**src/sv/abkf_pkg.sv**
```systemverilog
// Package for the angle and gyro bias Kalman filter.
// Holds fixed-point widths, register indexes, reset values and saturation helper.
// No dependencies.
package abkf_pkg;

	localparam int DataW  = 32;
	localparam int RegW   = 30;
	localparam int IdxW   = 2;
	localparam int QShift = 30;

	localparam logic [IdxW-1:0] RegAngleNoise   = 2'd0;
	localparam logic [IdxW-1:0] RegBiasNoise    = 2'd1;
	localparam logic [IdxW-1:0] RegMeasureNoise = 2'd2;
	localparam logic [IdxW-1:0] RegStepTime     = 2'd3;

	localparam logic [RegW-1:0] AngleNoiseRst   = 30'd1073742;
	localparam logic [RegW-1:0] BiasNoiseRst    = 30'd536871;
	localparam logic [RegW-1:0] MeasureNoiseRst = 30'd53687091;
	localparam logic [RegW-1:0] StepTimeRst     = 30'd3221225;
	localparam logic signed [DataW-1:0] OneQ30  = 32'sh4000_0000;

	typedef logic signed [DataW-1:0] word_t;

	// clamp a wide signed value to the signed 32-bit range
	function automatic word_t sat32(input logic signed [67:0] v);
		if (v > 68'sh0_7FFF_FFFF)
			return 32'sh7FFF_FFFF;
		else if (v < -68'sh0_8000_0000)
			return 32'sh8000_0000;
		else
			return v[DataW-1:0];
	endfunction

endpackage

```
**src/sv/abkf_mac.sv**
```systemverilog
// Shared multiply unit: a*b registered, then floor shift by 30 and add/sub with saturation.
// Depends on abkf_pkg.
module abkf_mac (
	input  logic                     clk,
	input  logic signed [33:0]       a,
	input  logic signed [32:0]       b,
	input  logic signed [33:0]       base,
	input  logic                     sub,
	output abkf_pkg::word_t          res
);
	import abkf_pkg::*;

	logic signed [66:0] prod_s1;
	logic signed [33:0] base_s1;
	logic               sub_s1;
	logic signed [67:0] sh, sum;

	// multiply stage
	always_ff @(posedge clk) begin
		prod_s1 <= a * b;
		base_s1 <= base;
		sub_s1  <= sub;
	end

	// arithmetic shift floors toward minus infinity
	assign sh  = 68'(prod_s1 >>> QShift);
	assign sum = sub_s1 ? 68'(base_s1) - sh : 68'(base_s1) + sh;
	assign res = sat32(sum);
endmodule

```
**config.mk**
```make
export PLATFORM = sky130hd
export DESIGN_NAME = abkf_mac
export DESIGN_NICKNAME = d
export VERILOG_FILES = /design/src/sv/abkf_pkg.sv /design/src/sv/abkf_mac.sv
export SDC_FILE = /design/constraint.sdc
export NUM_CORES = 2
export LEC_CHECK = 0
export BUFFER_PORTS_ARGS = -buffer_cell sky130_fd_sc_hd__buf_2
export CAP_MARGIN = 20
export CORE_ASPECT_RATIO = 2
export CORE_MARGIN = 2
export CORE_UTILIZATION = 43
export CTS_BUF_LIST = sky130_fd_sc_hd__clkbuf_8
export CTS_CLUSTER_DIAMETER = 120
export DETAILED_ROUTE_END_ITERATION = 10
export GPL_ROUTABILITY_DRIVEN = 0
export PLACE_DENSITY = 0.56
export RECOVER_POWER = 50
export SYNTH_ARGS = -nofsm -noshare
export SYNTH_HDL_FRONTEND = slang
export SYNTH_SLANG_ARGS = --single-unit
```
**constraint.sdc**
```tcl
create_clock -name clk -period 21.6 [get_ports clk]
set_clock_uncertainty 0.05 [all_clocks]
set_input_delay 5.4 -clock clk [delete_from_list [all_inputs] [get_ports clk]]
set_output_delay 5.4 -clock clk [all_outputs]
set_load 0.02 [all_outputs]
```
* After elaboration in Yosys (flattened, before gate mapping)
Cells that the tools add are included.
Storage, ports and cells: logic and storage cells 11, flip-flop bits (word level) 102, output and inout port bits 32, input bits 103
Cells by class: $add $sub $neg 2, multiplexer cells 3, magnitude comparators 2, multiply operators 1
Operators with widths (count):
- 68-bit by 32-bit > comparator with 1-bit output, second input constant | 1
- 68-bit by 32-bit less-than comparator with 1-bit output, second input constant | 1
- 68-bit two-way mux | 1
- 34-bit by 33-bit multiplier with 67-bit output | 1
- 32-bit two-way mux | 2
- 34-bit by 37-bit adder with 38-bit output | 1
- 34-bit by 37-bit subtractor with 38-bit output | 1

* Longest topological paths before layout
depth in word-level cells 5, gate-level depth with buffers 29, depth with buffers taken out 28

* Worst setup path after synthesis
Ideal clock, no wire load.
path kind input port to flip-flop, start point in a[33], end point reg prod_s1[55], arrival 12452 ps, library setup time 133 ps, path buffers 1, data required time 21417 ps, setup slack 8965 ps, stages 24, cells stage by stage clkbuf_1 nand2_1 inv_1 fa_1 fa_1 fa_1 inv_1 fa_1 fa_1 fa_1 fa_1 fa_1 inv_1 ha_1 and2_1 nand3_1 nor2_1 nand2_1 o211a_1 o31ai_1 nand3_1 a21boi_1 mux2i_1 o2111ai_1
On the way: word-level cells in the longest chain between the ends 1
Ends and longest elaborated chain:
- from (decl) | RTL line abkf_mac.sv:5 | input logic signed [33:0] a,
- 34-bit by 33-bit multiplier with 67-bit output | RTL line abkf_mac.sv:20 | prod_s1 <= a * b;
- to (signal assigned) | RTL line abkf_mac.sv:20
- to (decl) | RTL line abkf_mac.sv:13 | logic signed [66:0] prod_s1;
No other way between the ends.

* Worst setup path in the final report
start point in a[33], end point reg prod_s1[65]
The elaborated chain is that of the path after synthesis.

==> results.txt <==
Final Max Slew Viols: 0
hold buffer count at cts: 0
Max Clk Rate: 70.4 MHz
CP bufs+invs: 4
flops & latches, synth: 72
row count: 165
final worst-path cycle share: 0.657
Wirelength per Cell: 20.9 µm
hold path depth: 1
Slew @ Worst Pin: 1.16 ns
Layout Nets: 6,213
WP data required: 21.78 ns
CP cell instances: buf_2, nand2_1, fa_1, fa_1, fa_1, inv_1, fa_1, fa_1, fa_1, fa_1, inv_1, fa_1, inv_1, ha_1, nand4_1, nor4_1, o21ai_0, and3_1, o22ai_1, a21oi_1, o31a_1, nand2b_1, a21oi_1, xnor2_1
Primary FF master, synth: dfxtp_1
final hold violations: 0
Post-Syn Instances: 4,712
Core ar.: 0.101 mm²
Max-Cap Viols: 0
WS Path Type: in2reg
DR vias/cell: 5.21
H-Tree Depth: 3
setup TNS: 0 ns
die height: 454 µm
total number of vias: 31.4k
FFs w/ async S/R, synth: 0
Worst Path Arrival: 14.38 ns
Ports: 135
Initial Util: 0.432
CTS tree: done
most frequent cells in the layout: 1,176 x fa_1, 1,151 x inv_1, 587 x nand2_1, 563 x and2_1, 252 x ha_1
synth warn: 0
Startpoint Class: input pin
proportion of layout cells with a drive suffix above 1: 0.0454
pin count of the biggest net entering global routing: 40
initial antenna violation count: 9
HP Class: in2reg
Resize count post-CTS: 0
WHS: 5.07 ns
Die Area: 0.104 mm²
clk buf depth: 2
DRC Markers: 0
critical path's top delay family: adder cells
CTS Root Cell: clkbuf_8
buffer count from post-CTS setup fixing: 0
global-route wire length before repair: 202 mm
PortBufs: 134
ANT nets after route: 0
CTS buffer count: 9
RSZ-0062 raised after global routing: false
clk sinks: 72
crit path time final: 14.20 ns
first drt pass iteration count: 6
status: finished, final reports clean
synthesis-to-layout area growth: 4.73%
WL final: 126 mm
most common cell after layout, fill and taps aside: fa_1
Synth area leaders: fa_1 54%, inv_1 9.9%, and2_1 8.1%
synthesized area: 0.0434 mm²
Critical Path Fanout Max: 33
Crit path top cell by count: fa_1
Global Route Usage Sum: 0.254
crit path capture type: register
Cell variety after synth: 73
1st-iter DRT viols: 2,303
Critical Path Stages: 24
Syn Nets: 6,243
HPWL Detailed: 93.0 mm
Worst slew margin: 0.221
vias in the first global route: 35.1k
CTS clk-pin slew, worst paths: 0.09 ns
Die Span X: 229 µm
GRT Residual Overflow: 0
final setup fails: 0
post-synthesis sequential area ratio: 0.0332
area leader, netlist: fa_1
number of flops mapped to enable cells by yosys: 0
syn avg cell area: 9.22 µm²
post-synth top area share: 0.542
Slowest cell on crit path: fa_1
largest incremental delay on the critical path: 0.94 ns
## area by class of cell
class                           instances  area [µm²]
Inverter                             1152        4320
Tap cell                             1336        1670
Clock buffer                            9         124
Antenna cell                            5        12.5
Sequential cell                        72        1440
Clock inverter                          7        85.1
Fill cell                            9944       55000
Timing Repair Buffer                  190        1080
Multi-Input combinational cell       3257       36800
## synthesized netlist by cell type, types with 3 or more instances
master    instances
and3_1           11
inv_1          1151
o31ai_1           5
nor2b_1          12
nand2_1         587
or3_1             8
o31a_1            5
a211oi_1         12
or2_2             5
nand4_1          11
buf_4             6
dfxtp_1          72
o21bai_1         11
clkbuf_1        219
xor2_1           30
o21ai_0          44
nand2b_1         14
nor2_1           95
nor3b_1           4
buf_1             4
nand3_1          31
o21ai_1          31
nor4_1           12
a211o_1           5
nor3_1           33
and2_1          563
xnor2_1          88
o21a_1           10
o211ai_1          6
a21o_1           38
a31oi_1          10
nor4_2            3
a21oi_1         100
ha_1            252
fa_1           1176
## path summary, 6_finish.rpt
path,start,to,slack [ns]
worst max-delay path,a[33],prod_s1[65],7.40
worst min-delay path,base[18],base_s1[18],5.07
## sequential cells by signal (all words and copies together) (netlist names)
register and cells:
sub_s1 1, prod_s1 37, base_s1 34
## cell families (layout without fill, tap and decap cells)
group,after synthesis,in the layout,synth area share
fa+ha+maj,1428,1428,0.614
xor+xnor,119,119,0.0242
flops,72,72,0.0332
other cells,0,5,0
buf+inv,1383,1358,0.120
simple gates,1397,1397,0.161
mux,2,2,0.000461
compound gates,311,311,0.0463
## per-layer routing
layer  wire (µm)  track usage
met5           0            0
met4        2790       0.0508
met3        9950       0.0398
met2       60100        0.428
met1       53400        0.348
## per-stage QoR
step / setup slack [ns] / cells / instance area [µm²] / util
after floorplan: 8.96 / 4712 / 43400 / -
after global placement: 7.13 / 6006 / 45300 / 0.451
after detailed placement: 6.89 / 6006 / 45300 / 0.451
after CTS: 7.29 / 6022 / 45500 / 0.453
after global routing: 7.05 / 6024 / 45500 / 0.452
final: 7.40 / 6028 / 45500 / 0.453
Power is left out: the tool's default activity adds up to more than one toggle a clock period on the data nets, which glitch-free logic cannot reach.
